==> config.mk <==
export PLATFORM = sky130hd
export DESIGN_NAME = tlb_page_table_translate_top
export DESIGN_NICKNAME = d
export VERILOG_FILES = /design/src/design/tlbpt_pkg.sv /design/src/design/tlbpt_repl.sv /design/src/design/tlb_page_table_translate_top.sv
export SDC_FILE = /design/constraint.sdc
export NUM_CORES = 1
export LEC_CHECK = 0
export BUFFER_PORTS_ARGS = -buffer_cell sky130_fd_sc_hd__clkbuf_2
export CAP_MARGIN = 20
export CORE_ASPECT_RATIO = 2
export CORE_MARGIN = 2
export CORE_UTILIZATION = 49
export DETAILED_ROUTE_END_ITERATION = 10
export PLACE_DENSITY = 0.65
export SKIP_LAST_GASP = 1
export SYNTH_ARGS = -nofsm -noshare
export SYNTH_HDL_FRONTEND = slang
export SYNTH_SLANG_ARGS = --single-unit
==> constraint.sdc <==
create_clock -name clk -period 5.4 [get_ports clk]
set_clock_uncertainty 0.05 [all_clocks]
set_input_delay 0 -clock clk [delete_from_list [all_inputs] [get_ports clk]]
set_output_delay 0 -clock clk [all_outputs]
set_load 0.05 [all_outputs]
==> src/design/tlbpt_pkg.sv <==
// shared types and constants for the tlb and page table translation block
package tlbpt_pkg;

  localparam int DEF_TLB_ENTRIES   = 4;
  localparam int DEF_TABLE_ENTRIES = 16;

  localparam int PAGE_W   = 8;
  localparam int FRAME_W  = 8;
  localparam int LINE_W   = 5;
  localparam int STATUS_W = 3;
  localparam int SEED_W   = 16;

  typedef enum logic [STATUS_W-1:0] {
    ST_TLB_HIT   = 3'd0,
    ST_TABLE_HIT = 3'd1,
    ST_FAULT     = 3'd2,
    ST_LOADED    = 3'd3,
    ST_FULL      = 3'd4
  } status_t;

  typedef enum logic {
    KIND_LOAD      = 1'b0,
    KIND_TRANSLATE = 1'b1
  } kind_t;

  typedef struct packed {
    logic start;
    logic advance;
  } repl_ctl_t;

  typedef struct packed {
    logic done;
  } repl_stat_t;

endpackage

==> src/design/tlbpt_repl.sv <==
// replacement lfsr and the tlb fill slot, taken by reciprocal multiplication
module tlbpt_repl
  import tlbpt_pkg::*;
#(
  parameter int TLB_ENTRIES = DEF_TLB_ENTRIES
) (
  input  logic                         clk,
  input  logic                         rst,
  input  logic                         seed_we,
  input  logic [SEED_W-1:0]            seed,
  input  repl_ctl_t                    ctl,
  output repl_stat_t                   stat,
  output logic [((TLB_ENTRIES > 1) ? $clog2(TLB_ENTRIES) : 1)-1:0] slot
);

  localparam int IDX_W   = (TLB_ENTRIES > 1) ? $clog2(TLB_ENTRIES) : 1;
  localparam int SHIFT   = SEED_W + $clog2(TLB_ENTRIES);
  localparam int RECIP_W = SEED_W + 1;
  localparam int PROD_W  = SEED_W + RECIP_W;
  localparam int RECIP   = ((1 << SHIFT) + TLB_ENTRIES - 1) / TLB_ENTRIES;

  logic [SEED_W-1:0] lfsr;
  logic [SEED_W-1:0] lfsr_next;
  logic [SEED_W-1:0] held;
  logic [PROD_W-1:0] prod;
  logic [SEED_W-1:0] quot;
  logic [SEED_W-1:0] quot_n;
  logic [IDX_W-1:0]  rem;
  logic              running;
  logic              done;

  assign lfsr_next = {lfsr[SEED_W-2:0], lfsr[15] ^ lfsr[13] ^ lfsr[12] ^ lfsr[10]};

  // quotient from the registered product, then the remainder
  assign quot   = SEED_W'(prod >> SHIFT);
  assign quot_n = quot * SEED_W'(TLB_ENTRIES);

  always_ff @(posedge clk) begin
    if (rst) begin
      lfsr    <= SEED_W'(1);
      running <= 1'b0;
      done    <= 1'b0;
    end else begin
      done <= 1'b0;
      if (seed_we) begin
        lfsr <= (seed == '0) ? SEED_W'(1) : seed;
      end else if (ctl.advance) begin
        lfsr <= lfsr_next;
      end
      if (ctl.start) begin
        running <= 1'b1;
      end else if (running) begin
        running <= 1'b0;
        done    <= 1'b1;
      end
    end
  end

  always_ff @(posedge clk) begin
    if (ctl.start) begin
      held <= lfsr;
      prod <= PROD_W'(lfsr) * PROD_W'(RECIP);
    end
    if (running) begin
      rem <= IDX_W'(held - quot_n);
    end
  end

  assign stat.done = done;
  assign slot      = rem;

endmodule

==> src/design/tlb_page_table_translate_top.sv <==
// top level: tlb in front of a page table, sequenced over one shared page comparator
//
//  channel   | handshake             | word
//  ----------+-----------------------+-----------------------------------------------
//  request   | start / busy          | kind, page_number, frame_number, line_offset
//  result    | done (one-cycle pulse) | status, physical_frame, physical_line
//  config    | random_seed_we        | random_seed
//
// load: the table is written in the load state. translate: a read state and a compare
// state per tlb entry probed; on a tlb miss, a read and a compare state per loaded table
// slot probed, and on a table hit the replacement slot (reciprocal multiply, then subtract)
// and a fill state. the result word follows in the cycle after the last busy cycle, with
// busy already low. probes run one at a time through the single page comparator and the
// one read port of each table. reset clears all valid state. the receiver cannot stall: done is a pulse.
module tlb_page_table_translate_top
  import tlbpt_pkg::*;
#(
  parameter int TLB_ENTRIES   = DEF_TLB_ENTRIES,
  parameter int TABLE_ENTRIES = DEF_TABLE_ENTRIES
) (
  input  logic                clk,
  input  logic                rst,
  input  logic                start,
  output logic                busy,
  input  logic                kind,
  input  logic [PAGE_W-1:0]   page_number,
  input  logic [FRAME_W-1:0]  frame_number,
  input  logic [LINE_W-1:0]   line_offset,
  output logic                done,
  output logic [STATUS_W-1:0] status,
  output logic [FRAME_W-1:0]  physical_frame,
  output logic [LINE_W-1:0]   physical_line,
  input  logic                random_seed_we,
  input  logic [SEED_W-1:0]   random_seed
);

  localparam int TLB_IDX_W = (TLB_ENTRIES > 1) ? $clog2(TLB_ENTRIES) : 1;
  localparam int TAB_IDX_W = (TABLE_ENTRIES > 1) ? $clog2(TABLE_ENTRIES) : 1;
  localparam int CNT_W     = $clog2(TABLE_ENTRIES + 1);
  localparam int ENTRY_W   = PAGE_W + FRAME_W;

  typedef enum logic [7:0] {
    S_IDLE    = 8'b00000001,
    S_LOAD    = 8'b00000010,
    S_TLB_RD  = 8'b00000100,
    S_TLB_CMP = 8'b00001000,
    S_TAB_RD  = 8'b00010000,
    S_TAB_CMP = 8'b00100000,
    S_MOD     = 8'b01000000,
    S_FILL    = 8'b10000000
  } state_t;

  state_t                 state;
  logic [TLB_IDX_W-1:0]   tlb_idx;
  logic [TAB_IDX_W-1:0]   tab_idx;
  logic [CNT_W-1:0]       fill_count;
  logic [TLB_ENTRIES-1:0] tlb_valid;

  logic                   req_kind;
  logic [PAGE_W-1:0]      req_page;
  logic [FRAME_W-1:0]     req_frame;
  logic [LINE_W-1:0]      req_line;
  logic [FRAME_W-1:0]     hit_frame;

  status_t                status_r;
  logic [FRAME_W-1:0]     frame_r;
  logic [LINE_W-1:0]      line_r;
  logic                   done_r;

  logic [ENTRY_W-1:0]     tlb_mem [TLB_ENTRIES];
  logic [ENTRY_W-1:0]     tab_mem [TABLE_ENTRIES];
  logic [ENTRY_W-1:0]     tlb_rd;
  logic [ENTRY_W-1:0]     tab_rd;

  logic                   table_full;
  logic                   tab_we;
  logic                   tlb_we;
  logic [PAGE_W-1:0]      cmp_page;
  logic                   page_match;
  logic                   tlb_last;
  logic                   tab_last;

  repl_ctl_t              repl_ctl;
  repl_stat_t             repl_stat;
  logic [TLB_IDX_W-1:0]   repl_slot;

  assign busy       = (state != S_IDLE);
  assign table_full = (fill_count == CNT_W'(TABLE_ENTRIES));
  assign tab_we     = (state == S_LOAD) && !table_full;
  assign tlb_we     = (state == S_FILL);
  assign tlb_last   = (tlb_idx == TLB_IDX_W'(TLB_ENTRIES - 1));
  assign tab_last   = ((CNT_W'(tab_idx) + CNT_W'(1)) == fill_count);

  // shared page comparator
  assign cmp_page   = (state == S_TLB_CMP) ? tlb_rd[ENTRY_W-1:FRAME_W]
                                           : tab_rd[ENTRY_W-1:FRAME_W];
  assign page_match = (cmp_page == req_page);

  assign repl_ctl.start   = (state == S_TAB_CMP) && page_match;
  assign repl_ctl.advance = tlb_we;

  tlbpt_repl #(
    .TLB_ENTRIES(TLB_ENTRIES)
  ) u_repl (
    .clk     (clk),
    .rst     (rst),
    .seed_we (random_seed_we),
    .seed    (random_seed),
    .ctl     (repl_ctl),
    .stat    (repl_stat),
    .slot    (repl_slot)
  );

  always_ff @(posedge clk) begin
    if (tab_we) begin
      tab_mem[fill_count[TAB_IDX_W-1:0]] <= {req_page, req_frame};
    end
    tab_rd <= tab_mem[tab_idx];
  end

  always_ff @(posedge clk) begin
    if (tlb_we) begin
      tlb_mem[repl_slot] <= {req_page, hit_frame};
    end
    tlb_rd <= tlb_mem[tlb_idx];
  end

  always_ff @(posedge clk) begin
    if (state == S_IDLE && start) begin
      req_kind  <= kind;
      req_page  <= page_number;
      req_frame <= frame_number;
      req_line  <= line_offset;
    end
    if (repl_ctl.start) begin
      hit_frame <= tab_rd[FRAME_W-1:0];
    end
  end

  always_ff @(posedge clk) begin
    if (rst) begin
      state      <= S_IDLE;
      tlb_idx    <= '0;
      tab_idx    <= '0;
      fill_count <= '0;
      tlb_valid  <= '0;
      done_r     <= 1'b0;
      status_r   <= ST_TLB_HIT;
      frame_r    <= '0;
      line_r     <= '0;
    end else begin
      done_r <= 1'b0;
      case (state)
        S_IDLE: begin
          if (start) begin
            tlb_idx <= '0;
            tab_idx <= '0;
            state   <= (kind == KIND_TRANSLATE) ? S_TLB_RD : S_LOAD;
          end
        end
        S_LOAD: begin
          if (table_full) begin
            status_r <= ST_FULL;
          end else begin
            status_r   <= ST_LOADED;
            fill_count <= fill_count + CNT_W'(1);
          end
          frame_r <= '0;
          line_r  <= req_line;
          done_r  <= 1'b1;
          state   <= S_IDLE;
        end
        S_TLB_RD: begin
          state <= S_TLB_CMP;
        end
        S_TLB_CMP: begin
          if (tlb_valid[tlb_idx] && page_match) begin
            status_r <= ST_TLB_HIT;
            frame_r  <= tlb_rd[FRAME_W-1:0];
            line_r   <= req_line;
            done_r   <= 1'b1;
            state    <= S_IDLE;
          end else if (!tlb_last) begin
            tlb_idx <= tlb_idx + TLB_IDX_W'(1);
            state   <= S_TLB_RD;
          end else if (fill_count == '0) begin
            status_r <= ST_FAULT;
            frame_r  <= '0;
            line_r   <= req_line;
            done_r   <= 1'b1;
            state    <= S_IDLE;
          end else begin
            state <= S_TAB_RD;
          end
        end
        S_TAB_RD: begin
          state <= S_TAB_CMP;
        end
        S_TAB_CMP: begin
          if (page_match) begin
            state <= S_MOD;
          end else if (!tab_last) begin
            tab_idx <= tab_idx + TAB_IDX_W'(1);
            state   <= S_TAB_RD;
          end else begin
            status_r <= ST_FAULT;
            frame_r  <= '0;
            line_r   <= req_line;
            done_r   <= 1'b1;
            state    <= S_IDLE;
          end
        end
        S_MOD: begin
          if (repl_stat.done) begin
            state <= S_FILL;
          end
        end
        S_FILL: begin
          tlb_valid[repl_slot] <= 1'b1;
          status_r <= ST_TABLE_HIT;
          frame_r  <= hit_frame;
          line_r   <= req_line;
          done_r   <= 1'b1;
          state    <= S_IDLE;
        end
        default: begin
          state <= S_IDLE;
        end
      endcase
    end
  end

  assign done           = done_r;
  assign status         = status_r;
  assign physical_frame = frame_r;
  assign physical_line  = line_r;

  a_done_after_work: assert property (@(posedge clk) disable iff (rst)
    done |-> !$past(state == S_IDLE))
    else $error("result word without work behind it");

  a_fill_bounded: assert property (@(posedge clk) disable iff (rst)
    fill_count <= CNT_W'(TABLE_ENTRIES))
    else $error("fill count past table depth");

  a_full_status: assert property (@(posedge clk) disable iff (rst)
    (done && status_r == ST_FULL) |-> table_full)
    else $error("table full reported with free slots");

  a_fill_after_mod: assert property (@(posedge clk) disable iff (rst)
    (state == S_FILL) |-> ($past(state == S_MOD) && $past(repl_stat.done)))
    else $error("tlb fill without a finished replacement slot");

  a_kind_path: assert property (@(posedge clk) disable iff (rst)
    (state == S_TLB_RD || state == S_TAB_RD) |-> (req_kind == KIND_TRANSLATE))
    else $error("lookup running for a load word");

endmodule
After elaboration in Yosys (flattened, before gate mapping)

Memory sizes are Yosys's and may differ from the RTL's. A register that Yosys moved wholly into a read port is not among the register bits.
Cells that the tools add are included.
Widths: inputs -> output; s select.

Reduce and logical (&&, ||, !) cells: 21
Order comparisons: 3
Muxes and demuxes: 56
Equal/unequal tests: 22
Bitwise operators: 5
Add/subtract/negate cells: 5

Operators by type and width:

| kind               | number |
|---|---|
| $mux 8             | 8 |
| $mux 16            | 3 |
| $pmux 8 s6         | 1 |
| $mux 5             | 9 |
| $pmux 8 s4         | 1 |
| $mux 3             | 7 |
| $logic_not 16->1   | 1 |
| $pmux 5 s3         | 1 |
| $mux 1             | 13 |
| $mux 4             | 3 |
| $ne 2x2->1 const B | 6 |
| $pmux 3 s4         | 1 |
| $reduce_and 5->1   | 2 |
| $eq 8x1->1 const B | 1 |
| $eq 8x2->1 const B | 1 |
| $eq 8x3->1 const B | 1 |
| $eq 8x4->1 const B | 1 |
| $eq 8x5->1 const B | 1 |
| $eq 8x6->1 const B | 1 |
| $eq 8x7->1 const B | 1 |
| $eq 8x8->1         | 1 |
| $eq 8x8->1 const B | 1 |
| $ne 8x1->1 const B | 1 |
| $pmux 4 s2         | 1 |
| 31 further kinds   | 45 |

Register bits after elaboration: 91
Word-level logic and storage cells: 132
Memories: 2
RAM bits: 320
Input bits: 42
Output and inout bits: 18

Memory list:

| memory  | depth | bits a word | rd ports | clocked after Yosys merged registers in | write ports | RTL line                           | RTL |
|---|---|---|---|---|---|---|---|
| tab_mem | 16    | 16          | 1        | 1                                       | 1           | tlb_page_table_translate_top.sv:71 | `logic [ENTRY_W-1:0] tab_mem [TABLE_ENTRIES];` |
| tlb_mem | 4     | 16          | 1        | 1                                       | 1           | tlb_page_table_translate_top.sv:70 | `logic [ENTRY_W-1:0] tlb_mem [TLB_ENTRIES];` |

Longest topological paths before layout

Word-level depth: 6
Gate-level depth with buffers: 11
Gate-level depth less buffers: 9

Cells and area by module

A second synthesis with hierarchy kept.

Cell total of the unflattened synthesis: 902
Area total of the unflattened synthesis: 16801.1 µm²

By module, submodules not included:

| module                       | cells each | seq. area each (µm²) | instances | area an instance (µm²) |
|---|---|---|---|---|
| tlb_page_table_translate_top | 799        | 11921.4              | 1         | 15855.2 |
| tlbpt_repl                   | 103        | 480.5                | 1         | 945.9 |

Worst setup path before layout

OpenSTA, ideal clock, no wires.

Path type: register -> register
Start point: register state[0]
End point: memory tlb_mem[2][0] in the netlist's numbering (enable)
Arrival time: 2.502 ns
Buffers on the path: 1
Clock period less this slack: 2.967 ns
Slack: 2.433 ns
Cell stages (with the launch flop): 5
Data required time: 4.935 ns
Cells stage by stage: dfxtp_1 > nor4_1 > nand4b_1 > clkbuf_1 > nor3b_1

Word-level cells in the longest chain between the ends: 3

RTL lines:

| item                         | RTL line                            | RTL |
|---|---|---|
| start: declaration           | tlb_page_table_translate_top.sv:53  | `state_t state;` |
| start signal: assignment     | tlb_page_table_translate_top.sv:158 | `state <= (kind == KIND_TRANSLATE) ? S_TLB_RD : S_LOAD;` |
| $eq 8x8->1                   | tlb_page_table_translate_top.sv:90  | `assign tlb_we = (state == S_FILL);` |
| $mux 1                       | tlb_page_table_translate_top.sv:122 | `if (tlb_we) begin` |
| $mux 1 (not written as such) | tlb_page_table_translate_top.sv:123 | `tlb_mem[repl_slot] <= {req_page, hit_frame};` |
| end: declaration             | tlb_page_table_translate_top.sv:70  |  |

Every way passes these cells.

Worst setup path in the final report

Start point: register tab_idx[0]
End point: register frame_r[4], in the netlist physical_frame[4]

Word-level cells in the longest chain between the ends: 4

RTL lines:

| item                       | RTL line                            | RTL |
|---|---|---|
| start: declaration         | tlb_page_table_translate_top.sv:55  | `logic [TAB_IDX_W-1:0] tab_idx;` |
| start signal: assignment   | tlb_page_table_translate_top.sv:203 | `tab_idx <= tab_idx + TAB_IDX_W'(1);` |
| $add 4x1->5                | tlb_page_table_translate_top.sv:92  | `assign tab_last = ((CNT_W'(tab_idx) + CNT_W'(1)) == fill_count);` |
| $eq 5x5->1                 | tlb_page_table_translate_top.sv:92  |  |
| $ne 2x2->1 (no line)       | n/a                                 |  |
| $reduce_and 5->1 (no line) | n/a                                 |  |
| end signal: assignment     | tlb_page_table_translate_top.sv:179 | `frame_r <= tlb_rd[FRAME_W-1:0];` |
| end signal: assignment     | tlb_page_table_translate_top.sv:221 | `frame_r <= hit_frame;` |
| end: declaration           | tlb_page_table_translate_top.sv:66  | `logic [FRAME_W-1:0] frame_r;` |

Every way passes these cells.
A chain may end at the register's enable or synchronous reset.

==> metrics.md <==
| Metric | Value |
|---|---|
| Post-route non-filler standard cell count | 1625 |
| Clock power share | 39.2% |
| Synthesized cell area | 0.01691 mm² |
| Worst Setup Slack, final | 1.719 ns |
| Final min period | 3.681 ns |
| Leakage power | 6.379 nW |
| Initial antenna violation count | 2 |
| Slew Viols, Final | 0 |
| Worst-Skew Late Latency | 0.54 ns |
| GRT Util Overall | 21.60% |
| Placement Cell Area | 0.01792 mm² |
| H-tree depth | 2 |
| Sequential share of the synthesized area | 73.34% |
| Final setup vio count | 0 |
| Most common cell after layout, fill and taps aside | edfxtp_1 |
| Tcrit/Tclk final | 68.17% |
| Fin nets | 1203 |
| CP Capture Type | register |
| Worst path arrival time | 4.05 ns |
| Core Area | 0.03411 mm² |
| Max-Cap Viols | 0 |
| Power share of the sequential group | 58.3% |
| Number of buffers created by CTS | 38 |
| GPL Wtd Cong | 0.8378 |
| Max VDD drop | 0.2402 mV |
| Port Buf Inserts | 59 |
| Vias/cell | 5.706 |
| FF+latch count, synth | 443 |
| Synthesized Nets | 1083 |
| Worst-path clk slew | 0.06 ns |
| CTS tree | built |
| Final WL | 38.39 mm |
| Pre-CTS WS | 1.703 ns |
| Hold Crit Class | in -> reg |
| Post-Synthesis Cells | 1035 |
| PD cells | 333.1 mW/mm² |
| Pint | 5.176 mW |
| Warnings, synthesis | 0 |
| WS Path Type | reg -> reg |
| First-pass GRT wire length | 56.74 mm |
| Chip Width | 135.4 µm |
| Post-route cell area | 0.01951 mm² |
| Status | finished, final reports clean |
| CP max FO | 46 |
| Max_slew headroom | 25.74% |
| GRT Residual Overflow | 0 |
| Fraction of layout cells with a size suffix above 1 | 18.07% |
| Most frequent cells in the layout | edfxtp_1, dfxtp_1, nand2_1, a21oi_1, mux2i_1 |
| Synth unique cells | 52 |
| Filler cell count | 2668 |
| Detail Placement HPWL | 24.64 mm |
| Placed Instances | 1514 |
| Initial DRC count | 619 |
| Worst path max stage delay | 0.89 ns |
| Post-synth EDFFs | 353 |
| Die ar. | 0.03610 mm² |
| Power share of the combinational group | 2.5% |
| Worst-Margin Slew | 1.114 ns |
| Area Overhead vs Synth | 15.38% |
| CP Cell Sequence | ha_1, or3b_2, a21oi_1, o211a_1, a21oi_1, nor2_1, o211a_1, nor3b_1, a221o_1 |
| Setup_tns | 0 ns |
| DR pass1 iterations | 5 |
| Top FF cell, synth | edfxtp_1 |
| Synth Area per Inst | 16.34 µm² |
| Synth top area share | 62.69% |
| Vias in the first global route | 9474 |
| FFs w/ async S/R, synth | 0% |
| Routed WL per cell | 23.62 µm |
| Starting Density | 49.57% |
| Clk buf depth | 3 |
| Critical Path RT | 5.77 ns |
| Ranking of synthesized cells by area | edfxtp_1, dfxtp_1, mux4_2 |
| Unrepaired setup endpoints after global routing | false |
| Row cnt | 96 |
| Area of the multi-input gates | 0.004279 mm² |
| Post-route DRC | 0 |
| Switching power | 1.323 mW |
| Final Hold Viols | 0 |
| Register area | 0.01241 mm² |
| Root Buffer Master | clkbuf_16 |
| Antenna cells | 0 |
| Max Fclk | 0.2717 GHz |
| Largest net degree at the start of global routing | 57 |
| Post_cts resized | 0 |
| Die height | 266.7 µm |
| Antenna Nets Post-Route | 0 |
| Slowest-stage cell, CP | dfxtp_4 |
| Via count | 9272 |
| CTS Sinks | 443 |
| Crit start category | register |
| Sw Share | 20.36% |
| Leading area contributor after synthesis | edfxtp_1 |
| Io pins | 60 |
[through the flow]
| stage | util [%] | power (mW) | hold slack, ns |
|---|---|---|---|
| 2_1_floorplan | - | 3.926 | 0.02931 |
| 3_3_place_gp | 51.97 | 4.002 | 0.1266 |
| 3_5_place_dp | 52.53 | 4.009 | 0.1286 |
| 4_1_cts | 57.03 | 6.542 | 0.01766 |
| 5_1_grt | 57.20 | 6.677 | 0.04743 |
| 6_report | 57.20 | 6.499 | 0.01716 |
[worst max-delay path, delay by kind of cell (launching register included)]
kind,cells,cell delay [ns]
flops,1,0.89
simple gates,3,0.72
compound gates,5,1.51
fa+ha+maj,1,0.38
[path summary, 6_finish.rpt]
kind         slack, ns                 to        from  cells past startpoint
max               1.72  physical_frame[4]  tab_idx[0]                      9
min               0.02         tlb_idx[0]         rst                      3
max reg2reg       1.72  physical_frame[4]  tab_idx[0]                      9
min reg2reg       0.36       hit_frame[0]   tab_rd[0]                      0
[what timing repair did]
item | 4_1_cts | 5_1_grt
hold buffers | 40 | 0
buffers inserted | 0 | 0
hold endpoints to repair | 42 | 0
[power by group through the flow]
stage | combinational, mW | clock, mW | sequential, mW
detailed placement | 0.145 | 0 | 3.86
CTS | 0.169 | 2.58 | 3.79
global route | 0.180 | 2.70 | 3.79
global placement | 0.142 | 0 | 3.86
finish | 0.166 | 2.54 | 3.79
floorplan | 0.0771 | 0 | 3.85
[cells by family (layout without fill, tap and decap cells)]
group / count (synthesis) / count (layout) / synth area share, %
buf+inv: 60 / 209 / 1.443
mux: 125 / 125 / 11.14
compound gates: 159 / 159 / 5.912
flops: 443 / 443 / 73.34
simple gates: 226 / 226 / 6.896
fa+ha+maj: 6 / 6 / 0.4439
xor+xnor: 16 / 16 / 0.8287
[synth_stat cells (3+ instances only)]
master     number
nor4_1          5
buf_1          11
nor3b_1        13
nor2b_1        11
clkbuf_1       35
and3_1          7
nor2_1         55
nand4_1         3
a221o_1         8
xor2_1          8
mux2_2         15
nand2b_1        5
a22oi_1        18
xnor2_1         8
nor4b_1         3
inv_1          11
nand3_1        11
mux4_2         49
edfxtp_1      353
ha_1            6
nor3_1          5
nand4b_1        4
a2111oi_0       4
a221oi_1       16
and2_1         14
nand2_1        75
mux2i_1        61
a21oi_1        64
dfxtp_1        90
o21ai_0        37
[per-layer routing]
metal,vias to the layer above,part of all wire (%),global-route usage (%)
li1,4257,-,-
met1,4709,36,23.15
met4,4,4.3,9.938
met2,214,56,41.19
met3,88,3.4,3.001
met5,-,0.060,0
[cell type report]
class	instances	share of cell area [%]
Clock buffer	57	5.502
Inverter	12	0.2309
Tap cell	441	2.828
Timing Repair Buffer	128	5.605
Clock inverter	12	0.3142
Multi-Input combinational cell	532	21.93
Sequential cell	443	63.59
[sequential cells by signal, indices dropped and copies added, names as in the netlist, 3 cells and up]
| register | flops |
|---|---|
| tab_mem | 256 |
| tlb_mem | 64 |
| tab_rd | 16 |
| tlb_rd | 16 |
| u_repl.lfsr | 16 |
| hit_frame | 8 |
| physical_frame | 8 |
| req_frame | 8 |
| req_page | 8 |
| state | 8 |
| fill_count | 5 |
| physical_line | 5 |
| req_line | 5 |
| tab_idx | 4 |
| tlb_valid | 4 |
| status | 3 |
Power figures use the tool's default switching activity.
